`src/hdl/lapedge_pkg.sv`:
```
// Package: shared constants and types for the Laplacian RGB edge block.
`timescale 1ns / 1ps
`default_nettype none
package lapedge_pkg;

  localparam int MAX_WIDTH  = 1024;
  localparam int MAX_HEIGHT = 1024;

  localparam int CH_W      = 8;
  localparam int PIX_W     = 3 * CH_W;
  localparam int CFG_W     = 11;
  localparam int COORD_W   = 10;
  localparam int COL_W     = $clog2(MAX_WIDTH);
  localparam int ROW_W     = $clog2(MAX_HEIGHT);
  localparam int NSUM_W    = CH_W + 3;
  localparam int DIFF_W    = NSUM_W + 1;

  // Width that holds any clamped size and the register value, plus one bit
  localparam int DIM_A     = ($clog2(MAX_WIDTH + 1) > $clog2(MAX_HEIGHT + 1)) ?
                             $clog2(MAX_WIDTH + 1) : $clog2(MAX_HEIGHT + 1);
  localparam int DIM_W     = ((DIM_A > CFG_W) ? DIM_A : CFG_W) + 1;

  localparam int NUM_REGS  = 2;
  localparam int APB_AW    = $clog2(NUM_REGS * 4);
  localparam int APB_DW    = 32;

  localparam logic REG_FRAME_WIDTH  = 1'b0;
  localparam logic REG_FRAME_HEIGHT = 1'b1;

  localparam logic [CFG_W-1:0] FRAME_WIDTH_RST  = CFG_W'(640);
  localparam logic [CFG_W-1:0] FRAME_HEIGHT_RST = CFG_W'(480);

  localparam int CENTER_TAP = 4;

  typedef logic [8:0][CH_W-1:0] chan_win_t;

  typedef struct packed {
    logic [NSUM_W-1:0] nsum;
    logic [CH_W-1:0]   center;
  } lane_sum_t;

  typedef struct packed {
    logic               valid;
    logic [COL_W-1:0]   col;
    logic [ROW_W-1:0]   row;
    logic               done;
  } tag_t;

endpackage
`default_nettype wire

```
`src/hdl/lapedge_lane.sv`:
```
// Channel lane: registers the neighbour sum and center of one 3x3 channel window.
`timescale 1ns / 1ps
`default_nettype none
module lapedge_lane (
  input  wire logic                   clk,
  input  wire logic                   en,
  input  wire lapedge_pkg::chan_win_t win,
  output lapedge_pkg::lane_sum_t      sum
);
  import lapedge_pkg::*;

  logic [NSUM_W-1:0] nsum;

  always_comb begin
    nsum = '0;
    for (int k = 0; k < 9; k++) begin
      if (k != CENTER_TAP) begin
        nsum = nsum + NSUM_W'(win[k]);
      end
    end
  end

  always_ff @(posedge clk) begin
    if (en) begin
      sum.nsum   <= nsum;
      sum.center <= win[CENTER_TAP];
    end
  end

endmodule
`default_nettype wire

```
`config.mk`:
```
export PLATFORM = sky130hd
export DESIGN_NAME = lapedge_lane
export DESIGN_NICKNAME = d
export VERILOG_FILES = /design/src/hdl/lapedge_pkg.sv /design/src/hdl/lapedge_lane.sv
export SDC_FILE = /design/constraint.sdc
export NUM_CORES = 1
export LEC_CHECK = 0
export BUFFER_PORTS_ARGS = -buffer_cell sky130_fd_sc_hd__buf_2
export CORE_ASPECT_RATIO = 1.5
export CORE_MARGIN = 2
export CORE_UTILIZATION = 40
export DETAILED_ROUTE_END_ITERATION = 10
export PLACE_DENSITY = 0.82
export SYNTH_ARGS = -nofsm -noshare
export SYNTH_HDL_FRONTEND = slang
export SYNTH_SLANG_ARGS = --single-unit
```
`constraint.sdc`:
```
create_clock -name clk -period 3.9 [get_ports clk]
set_input_delay 0.195 -clock clk [delete_from_list [all_inputs] [get_ports clk]]
set_output_delay 0.195 -clock clk [all_outputs]
set_load 0.1 [all_outputs]
```
==> impl.org <==
** Worst setup path
- Top fanout value on the critical path :: 2
- STA classifies the critical path startpoint as an input port.
- The critical path is of the input port to flop type.
- The worst setup path is captured at a flop.
- Critical path data required time :: 3890 ps
- Worst path arrival time :: 3690 ps

** Routing
- After detailed routing, the total wire length is 3.75 mm.
- After detailed routing, the number of remaining DRC violations is 0.
- Once detail routing completed, the nets flagged for antenna violations numbered 0.
- DR vias/cell :: 4.17
- Iteration-0 DRC Markers :: 32
- Routed wirelength normalized by instance count :: 9.88 um
- Summing over every cut layer, the via total after detailed routing is 1,584.
- For this run, the detailed router's first-pass iteration total came to 3.

** Clocking
- After clock tree synthesis, the flow added hold-fix buffers numbering 0.
- The number of setup buffers added after CTS is 0.
- Clock-pin slew reported for the worst setup and hold paths after clock tree synthesis :: around 70 ps
- CTS tree :: built
- Clock tree synthesis found a total of 19 sinks.
- CTS H-tree depth :: 1
- Clock buffer count from CTS :: 3
- CTS Root Cell :: sky130_fd_sc_hd__clkbuf_8
- Worst-case clock buffer depth :: 2

** Pwr
- Summing internal, switching and leakage power gives 2240 uW.
- VDD sags by at most 0.404 mV.
- Dividing total power by cell area gives a power density of 788 nW/um^2.
- In this run the static leakage power is 0.00166 uW.

** Timing
- Setup repair after global routing left no endpoint under its margin.
- Timing-limited maximum frequency :: 271 MHz
- Across all hold checks on the routed design, the worst slack comes to about 120 ps.
- Final Max Slew Viols :: 0
- Remaining max-slew budget at the tightest pin :: 66.5%
- Total Neg Setup Slack :: 0 ps
- Setup violations remaining at the end of the flow were counted as 0.
- Counting I/O delays and the setup requirement, the final critical path takes 3690 ps.
- In the finished design, the share of the clock period the worst path needs comes to 94.6%.
- Final-report hold violation count :: 0
- Slew at the pin with the worst max-slew slack :: roughly 500 ps

** Yosys
- Compound-Gate Fraction of Synth Area :: 3.37%
- For this run, the number of Yosys warnings is 0.
- Synthesized instance count :: 212
- Summing every instance area after synthesis gives roughly 2200 sq um.
- Counting flops with an async set or reset pin after synthesis yields a share of 0%.
- Share of synthesized cell area in and, or, nand and nor gates :: 1.52%
- The number of different library cells used by synthesis comes to 16.
- Count of flip-flops with a built-in enable after synthesis :: 19
- Average footprint of a synthesized cell :: 10.5 sq um
- FF+latch count, synth :: 19
- Multiplexer share of the synthesized area :: 0%
- After synthesis, the largest family of logic cells by area is adder cells.
- Proportion of synthesized chip area in sequential cells :: 25.6%
- Of the total synthesized cell area, the portion taken by full adders, half adders and majority gates is 48.4%.
- Xor and xnor fraction of the mapped netlist area :: 2.36%
- Synthesized net count :: 344
- For this run, the leading register cell type out of synthesis is sky130_fd_sc_hd__edfxtp_1.

** Global routing
- Via count of the first global-routing pass :: 1,797
- Pin count of the biggest net entering global routing :: 20
- Total overflow reported by the global router :: 0
- Global routing used 13.8% of the available tracks across all layers.
- Wire length of the first global-routing pass :: roughly 6.7 mm
- The number of antenna violations at the first check in global routing was 0.

** Placed design
- Global placer's final weighted congestion :: 0.735
- Once placement completed, the tool counted placed cells totaling 376.
- Summed over all nets, the half-perimeter wirelength after detailed placement is 3.55 mm.
- After detailed placement, the total cell area comes to 2790 sq um.
- IO buf count :: 92

** Hold path
- Hold/Removal Path Class :: input port to flop
- Cells on Worst Hold Path :: 1

** Cells and area
- Final design area excluding fillers :: 2840 sq um
- Layout Area Growth over Synthesis :: 27.6%
- Reg with most FFs :: sum
- Share of final-layout standard cells stronger than drive strength 1 :: 32.9%
- Leading registers by flop count :: sum x19
- The finished layout holds 380 standard cells, fillers aside.
- The net count of the finished layout is between 400 and 500.
- The register with the most flip-flops in the layout has 19 of them.
- Counting the fill cells in the layout gives 502.
- N_diodes :: 0

** Run
- Across the run, the number of max-cap violations was 0.

** Floorplan
- Measured along the y axis, the die boundary spans roughly 95 um.
- From left edge to right edge, the die measures approximately 65 um.
- Placeable Area :: ~5400 sq um
- For this configuration, the core starts out at a cell density of between 40% and 50%.
- 93 I/O pins were placed.
- Placement row count :: 33
- Area of the die :: just over 6000 sq um

** Status
- The run finished with clean final reports.
## layout by cell type (no fill, tap or decap)
cell type / netlist / final
sky130_fd_sc_hd__a31oi_1: 1 / 1
sky130_fd_sc_hd__a21oi_1: 4 / 4
sky130_fd_sc_hd__o21ai_0: 2 / 1
sky130_fd_sc_hd__a311oi_2: 1 / 1
sky130_fd_sc_hd__nand2_1: 2 / 2
sky130_fd_sc_hd__edfxtp_1: 19 / 19
sky130_fd_sc_hd__nor2_1: 2 / 2
sky130_fd_sc_hd__nor2b_1: 2 / 2
sky130_fd_sc_hd__xnor2_1: 4 / 4
sky130_fd_sc_hd__a21oi_2: 1 / 1
sky130_fd_sc_hd__xor2_1: 2 / 2
sky130_fd_sc_hd__inv_1: 111 / 111
sky130_fd_sc_hd__fa_1: 47 / 46
sky130_fd_sc_hd__nand4_1: 1 / 1
sky130_fd_sc_hd__fa_2: 0 / 1
sky130_fd_sc_hd__clkinv_2: 0 / 1
sky130_fd_sc_hd__ha_1: 11 / 10
sky130_fd_sc_hd__buf_2: 0 / 92
sky130_fd_sc_hd__buf_4: 0 / 2
sky130_fd_sc_hd__ha_2: 0 / 1
sky130_fd_sc_hd__clkbuf_8: 0 / 3
sky130_fd_sc_hd__a21o_1: 2 / 2
sky130_fd_sc_hd__o21ai_1: 0 / 1
## routing by layer
layer | global-route usage, % | share of wire, % | up-vias
met4 | 2.66 | 0 | 0
met1 | 12.5 | 31 | 756
met3 | 1.77 | 6.9 | 0
li1 | - | - | 769
met5 | 0 | 0 | -
met2 | 30.8 | 62 | 59
## report_power, final
group	switching [uW]	internal (uW)	leakage (uW)
registers	13.3	380	0.000186
logic	1120	594	0.00145
clock network	58.9	70.7	0.0000255
total	1200	1040	0.00166
## critical path: stages
cell and delay [ps]:
sky130_fd_sc_hd__buf_2 70, sky130_fd_sc_hd__inv_1 50, sky130_fd_sc_hd__fa_1 540, sky130_fd_sc_hd__inv_1 60
sky130_fd_sc_hd__fa_1 490, sky130_fd_sc_hd__fa_1 490, sky130_fd_sc_hd__inv_1 60, sky130_fd_sc_hd__fa_1 530
sky130_fd_sc_hd__inv_1 40, sky130_fd_sc_hd__ha_2 190, sky130_fd_sc_hd__fa_2 370, sky130_fd_sc_hd__a21oi_2 140
sky130_fd_sc_hd__nor2b_1 70, sky130_fd_sc_hd__a311oi_2 280, sky130_fd_sc_hd__xnor2_1 110
## area by class of cell
type                            count  area, sq um  area share, %
Multi-Input combinational cell     82         1240           43.8
Clock inverter                      1         5.00          0.176
Inverter                          111          417           14.7
Timing Repair Buffer               94          475           16.7
Clock buffer                        3         41.3           1.45
Tap cell                           70         87.6           3.08
Sequential cell                    19          571           20.1
## cells in the mapped netlist, types with 2 or more instances
cell | n | area share, %
sky130_fd_sc_hd__a21o_1 | 2 | 0.67
sky130_fd_sc_hd__a21oi_1 | 4 | 0.90
sky130_fd_sc_hd__edfxtp_1 | 19 | 26
sky130_fd_sc_hd__fa_1 | 47 | 42
sky130_fd_sc_hd__ha_1 | 11 | 6.2
sky130_fd_sc_hd__inv_1 | 111 | 19
sky130_fd_sc_hd__nand2_1 | 2 | 0.34
sky130_fd_sc_hd__nor2_1 | 2 | 0.34
sky130_fd_sc_hd__nor2b_1 | 2 | 0.56
sky130_fd_sc_hd__o21ai_0 | 2 | 0.45
sky130_fd_sc_hd__xnor2_1 | 4 | 1.6
sky130_fd_sc_hd__xor2_1 | 2 | 0.79
## stage by stage
| stage | utilization, % | setup WS (ps) |
|---|---|---|
| floorplan | - | 28.6 |
| global placement | 51.6 | -162 |
| detailed placement | 51.6 | -231 |
| CTS | 52.5 | 35.8 |
| global route | 52.5 | 12.3 |
| finish | 52.5 | 210 |
## path summary, 6_finish.rpt
kind  slack, ps    start  endpoint
max         210  win[26]   sum[16]
min         120  win[38]    sum[6]
## repair_timing
action	CTS	global route
endpoints found under the setup margin	0	2
gates resized for setup	0	2
endpoints found under the hold margin	0	0
## logic make-up (layout without fill, tap and decap cells)
logic type | after synthesis | after routing
buffers and inverters | 111 | 209
XOR/XNOR | 6 | 6
AND/OR/NAND/NOR | 7 | 7
adder cells (fa/ha/maj) | 58 | 58
flip-flops | 19 | 19
AO/OA/AOI/OAI | 11 | 11
No activity file was read; power rests on OpenSTA's default activity.
