[config.mk]
export PLATFORM = sky130hd
export DESIGN_NAME = lapedge_merge_flat
export DESIGN_NICKNAME = d
export VERILOG_FILES = /design/src/hdl/lapedge_pkg.sv /design/src/hdl/lapedge_if.sv /design/src/hdl/lapedge_merge.sv /design/src/flat_wrapper.sv
export SDC_FILE = /design/constraint.sdc
export NUM_CORES = 1
export LEC_CHECK = 0
export ABC_CLOCK_PERIOD_IN_PS = 2400
export BUFFER_PORTS_ARGS = -buffer_cell sky130_fd_sc_hd__clkbuf_2
export CAP_MARGIN = 20
export CORE_MARGIN = 10
export CORE_UTILIZATION = 40
export CTS_CLUSTER_DIAMETER = 80
export DETAILED_ROUTE_END_ITERATION = 7
export GPL_TIMING_DRIVEN = 0
export PLACE_DENSITY_LB_ADDON = 0.2
export SLEW_MARGIN = 25
export SYNTH_ARGS = -nofsm -noshare
export SYNTH_HDL_FRONTEND = slang
export SYNTH_SLANG_ARGS = --single-unit
[constraint.sdc]
create_clock -name clk -period 2.4 [get_ports clk]
set_input_delay 0.6 -clock clk [delete_from_list [all_inputs] [get_ports clk]]
set_output_delay 0.6 -clock clk [all_outputs]
set_load 0.1 [all_outputs]
[src/hdl/lapedge_pkg.sv]
// Package: shared constants and types for the Laplacian RGB edge block.
`timescale 1ns / 1ps
`default_nettype none
package lapedge_pkg;

  localparam int MAX_WIDTH  = 1024;
  localparam int MAX_HEIGHT = 1024;

  localparam int CH_W      = 8;
  localparam int PIX_W     = 3 * CH_W;
  localparam int CFG_W     = 11;
  localparam int COORD_W   = 10;
  localparam int COL_W     = $clog2(MAX_WIDTH);
  localparam int ROW_W     = $clog2(MAX_HEIGHT);
  localparam int NSUM_W    = CH_W + 3;
  localparam int DIFF_W    = NSUM_W + 1;

  // Width that holds any clamped size and the register value, plus one bit
  localparam int DIM_A     = ($clog2(MAX_WIDTH + 1) > $clog2(MAX_HEIGHT + 1)) ?
                             $clog2(MAX_WIDTH + 1) : $clog2(MAX_HEIGHT + 1);
  localparam int DIM_W     = ((DIM_A > CFG_W) ? DIM_A : CFG_W) + 1;

  localparam int NUM_REGS  = 2;
  localparam int APB_AW    = $clog2(NUM_REGS * 4);
  localparam int APB_DW    = 32;

  localparam logic REG_FRAME_WIDTH  = 1'b0;
  localparam logic REG_FRAME_HEIGHT = 1'b1;

  localparam logic [CFG_W-1:0] FRAME_WIDTH_RST  = CFG_W'(640);
  localparam logic [CFG_W-1:0] FRAME_HEIGHT_RST = CFG_W'(480);

  localparam int CENTER_TAP = 4;

  typedef logic [8:0][CH_W-1:0] chan_win_t;

  typedef struct packed {
    logic [NSUM_W-1:0] nsum;
    logic [CH_W-1:0]   center;
  } lane_sum_t;

  typedef struct packed {
    logic               valid;
    logic [COL_W-1:0]   col;
    logic [ROW_W-1:0]   row;
    logic               done;
  } tag_t;

endpackage
`default_nettype wire

[src/hdl/lapedge_if.sv]
// Interfaces: input pixel channel and output edge result channel.
`timescale 1ns / 1ps
`default_nettype none


interface lapedge_edge_if;
  import lapedge_pkg::*;
  logic               valid;
  logic               ready;
  logic [CH_W-1:0]    out_red;
  logic [CH_W-1:0]    out_green;
  logic [CH_W-1:0]    out_blue;
  logic [COORD_W-1:0] out_col;
  logic [COORD_W-1:0] out_row;
  logic               frame_done;
  modport source (output valid, output out_red, output out_green, output out_blue,
                  output out_col, output out_row, output frame_done, input ready);
  modport sink   (input valid, input out_red, input out_green, input out_blue,
                  input out_col, input out_row, input frame_done, output ready);
endinterface
`default_nettype wire

[src/hdl/lapedge_merge.sv]
// Merge stage: combines the three lanes, saturates and holds the output register.
`timescale 1ns / 1ps
`default_nettype none
module lapedge_merge (
  input  wire logic                   clk,
  input  wire logic                   rst,
  input  wire lapedge_pkg::tag_t      tag,
  input  wire lapedge_pkg::lane_sum_t red_sum,
  input  wire lapedge_pkg::lane_sum_t green_sum,
  input  wire lapedge_pkg::lane_sum_t blue_sum,
  output logic                        en_out,
  lapedge_edge_if.source              edge_out
);
  import lapedge_pkg::*;

  function automatic logic [CH_W-1:0] edge_sat(lane_sum_t s);
    logic [DIFF_W-1:0] diff;
    diff = {1'b0, s.center, 3'b000} - DIFF_W'(s.nsum);
    if (diff[DIFF_W-1]) begin
      return '0;
    end else if (diff[DIFF_W-2:CH_W] != '0) begin
      return '1;
    end else begin
      return diff[CH_W-1:0];
    end
  endfunction

  assign en_out = !edge_out.valid || edge_out.ready;

  always_ff @(posedge clk) begin
    if (rst) begin
      edge_out.valid <= 1'b0;
    end else if (en_out) begin
      edge_out.valid <= tag.valid;
    end
  end

  always_ff @(posedge clk) begin
    if (en_out) begin
      edge_out.out_red    <= edge_sat(red_sum);
      edge_out.out_green  <= edge_sat(green_sum);
      edge_out.out_blue   <= edge_sat(blue_sum);
      edge_out.out_col    <= COORD_W'(tag.col);
      edge_out.out_row    <= COORD_W'(tag.row);
      edge_out.frame_done <= tag.done;
    end
  end

endmodule
`default_nettype wire

[src/flat_wrapper.sv]
// flat-port wrapper written by rule: the top's interface ports become plain ports
module lapedge_merge_flat import lapedge_pkg::*;
  (clk, rst, tag, red_sum, green_sum, blue_sum, en_out, edge_out_valid, edge_out_out_red, edge_out_out_green, edge_out_out_blue, edge_out_out_col, edge_out_out_row, edge_out_frame_done, edge_out_ready);
  lapedge_edge_if edge_out_i ();
  input  wire logic clk;
  input  wire logic rst;
  input  wire lapedge_pkg::tag_t tag;
  input  wire lapedge_pkg::lane_sum_t red_sum;
  input  wire lapedge_pkg::lane_sum_t green_sum;
  input  wire lapedge_pkg::lane_sum_t blue_sum;
  output logic en_out;
  output wire logic [$bits(edge_out_i.valid)-1:0] edge_out_valid;
  output wire logic [$bits(edge_out_i.out_red)-1:0] edge_out_out_red;
  output wire logic [$bits(edge_out_i.out_green)-1:0] edge_out_out_green;
  output wire logic [$bits(edge_out_i.out_blue)-1:0] edge_out_out_blue;
  output wire logic [$bits(edge_out_i.out_col)-1:0] edge_out_out_col;
  output wire logic [$bits(edge_out_i.out_row)-1:0] edge_out_out_row;
  output wire logic [$bits(edge_out_i.frame_done)-1:0] edge_out_frame_done;
  input wire logic [$bits(edge_out_i.ready)-1:0] edge_out_ready;
  assign edge_out_valid = edge_out_i.valid;
  assign edge_out_out_red = edge_out_i.out_red;
  assign edge_out_out_green = edge_out_i.out_green;
  assign edge_out_out_blue = edge_out_i.out_blue;
  assign edge_out_out_col = edge_out_i.out_col;
  assign edge_out_out_row = edge_out_i.out_row;
  assign edge_out_frame_done = edge_out_i.frame_done;
  assign edge_out_i.ready = edge_out_ready;
  lapedge_merge u_core (.clk(clk), .rst(rst), .tag(tag), .red_sum(red_sum), .green_sum(green_sum), .blue_sum(blue_sum), .en_out(en_out), .edge_out(edge_out_i));
endmodule
==> impl_metrics.ini <==
[synthesis]
yosysWarnings = 0
synth_nets = 390
synth_seq_area_share_pct = 44.8
yosysTopAreaCellShare_pct = 44.1
syn-cell-area_mm2 = 0.00306
async_reset_ff_share_pct = 0
synthTopCellsByArea = edfxtp_1 (44%), ha_1 (11%), inv_1 (4.8%)
synth-edff-count = 45
syn_avg_cell_area_um2 = 10.9
synth-seq-cells = 46
synthFlopType = edfxtp_1
ys_types = 44
synthCells = 281
synth_top_area_cell = edfxtp_1

[floorplan]
start_util_pct = 41.8
dieArea_mm2 = 0.0116
rows = 31
boundaryPins = 129
die_y_um = 107
die_x_um = 107
coreArea_mm2 = 0.00733

[place]
port_buffers = 128
place.gp.congestion = 0.864
dp_hpwl_mm = 6.51
pre_cts_ws_ns = -0.314

[layout]
n_antenna_cell = 0
multi_input_area_mm2 = 0.00160
drive_gt1_share_pct = 37.5
nFillCells = 673
final_common_cell = clkbuf_2
layout_common_cells = clkbuf_2 (127), edfxtp_1 (45), inv_1 (39)
seqCellArea_mm2 = 0.00137
num-nets-final = 527
syn2layout_area_growth_pct = 31.1

[run_status]
outcome = finished clean

[clock_network]
cts_root_buf = clkbuf_8
htree_levels = 2
insertion_delay_ns = 0.30
cts_buffer_depth = 2
cts_tree = done
clkSinkCount = 46
path_clk_slew_ns = 0.08
cts_made_buffers = 5

[critical_path]
start_kind = input pin
critPathSlowestCell = nor4b_2
crit_buf_inv = 2
criticalPathCategory = in2reg
path_max_fanout = 8
crit_required_ns = 2.42
cp-end-kind = flip-flop
max_stage_delay_ns = 0.38
crit_chain = clkbuf_2 > inv_1 > ha_1 > nor4b_2 > a221oi_1 > a21oi_1 > a2bb2oi_4 > a32oi_1
arrival_ns = 2.35
critPathTopFamily = compound AO/OA/AOI/OAI gates

[grt]
grt_pass1_wl_mm = 12.4
grt_max_degree = 48
gr-total-overflow = 0
antenna_found_initial = 0
grt_usage_pct = 12.9
grt_pass1_vias = 2574

[route]
ant_nets = 0
via_count = 2670
drt-total-wl_mm = 7.81
vias_per_cell = 5.15
wl_per_cell_um = 15.1
drtIter0Drc = 87
route.detailed.drc = 0
firstDrtPassIters = 4

[sta]
fin_tns_setup_ns = 0
slew_viol_final = 0
timing.final.hold_violations = 0
finalSetupViolations = 0
timing.fmax_mhz = 429
period_share_pct = 97.1
worst_pin_slew_ns = 0.668
slew_headroom_pct = 55.2
finalCriticalPeriod_ns = 2.33
timing.final.ws_setup_ns = 0.0692
finClkSkew_ns = 0.00845

[hold_path]
min_path_type = in2reg

[power]
peakVddDrop_mv = 0.249
power_density_mw_per_mm2 = 707
total_leakage_power_nw = 1.90

[run]
maxCapViolCount = 0
## routing by layer
metal  vias up  wire length, um  GRT usage (%)
met5         -                0              0
met4         0              102           3.91
met3         8              535           3.41
met2        99             3720           21.4
met1      1220             3450           16.1
li1       1343                -              -
## cell usage after synthesis (2+ instances only)
master	number
a211oi_1	5
a211oi_4	2
a21o_1	6
a21oi_1	15
a21oi_2	2
a221o_1	3
a22oi_1	3
a2bb2oi_1	2
a311oi_1	2
a31oi_1	17
a32oi_1	8
and2_1	3
and3_1	4
buf_6	2
edfxtp_1	45
ha_1	27
inv_1	39
mux2i_1	5
nand2_1	9
nand2b_1	5
nand3_1	3
nand3b_1	3
nand4_1	2
nor2_1	10
nor2b_1	4
nor3_1	5
o21ai_0	11
o221ai_1	2
o22ai_1	2
or3_1	2
xnor2_1	12
xor2_1	9
## sequential cells by signal (all words and copies together), names as in the netlist
| signal | flops |
|---|---|
| u_core.edge_out.out_blue | 8 |
| u_core.edge_out.valid | 1 |
| u_core.edge_out.out_col | 10 |
| u_core.edge_out.out_green | 8 |
| u_core.edge_out.out_row | 10 |
| u_core.edge_out.frame_done | 1 |
| u_core.edge_out.out_red | 8 |
## final timing paths
kind,startpoint,end,slack (ns),cells after the start
worst min register to register,u_core.edge_out.valid,u_core.edge_out.valid,0.99,2
worst min-delay path,rst,u_core.edge_out.valid,0.46,2
worst max register to register,u_core.edge_out.valid,u_core.edge_out.out_blue[1],1.21,1
worst max-delay path,blue_sum[11],u_core.edge_out.out_blue[0],0.07,8
## stage by stage
stage	hold slack [ns]	cell area (um^2)	util, %	cells	total power [mW]
final	0.456	4010	54.7	518	2.84
after CTS	0.436	3930	53.6	516	2.83
after detailed placement	0.759	3830	52.3	508	2.34
after global placement	0.760	3830	52.3	508	2.33
after global routing	0.431	4010	54.7	518	2.99
after floorplan	0.669	3070	-	281	2.10
## logic make-up after synthesis
| kind of cell | count (synthesis) | share of synthesized area [%] |
|---|---|---|
| AOI/OAI and AO/OA | 89 | 21.7 |
| xor gates and xnor gates | 21 | 6.01 |
| adders and majority gates | 27 | 11.0 |
| buffers and inverters | 41 | 5.52 |
| DFF | 46 | 44.8 |
| muxes | 5 | 1.63 |
| and+or+nand+nor | 52 | 9.32 |
## final cells by class
type / count / share of cell area [%]
buffer: 2 / 0.561
inverter: 39 / 3.65
multi-input combinational: 194 / 39.8
clock inverter: 3 / 0.624
tap: 99 / 3.09
clock buffer: 5 / 1.71
sequential: 46 / 34.2
timing repair buffer: 130 / 16.4
## power breakdown
part,internal (mW),switching (mW)
logic,0.325,1.02
clock network,0.210,0.265
registers,0.989,0.0258
## what timing repair did
item | 4_1_cts | 5_1_grt
hold buffers | 0 | 0
endpoints found under the setup margin | 0 | 25
setup buffers | 0 | 2
gates resized for setup | 0 | 14
(Power assumes the default switching activity.)
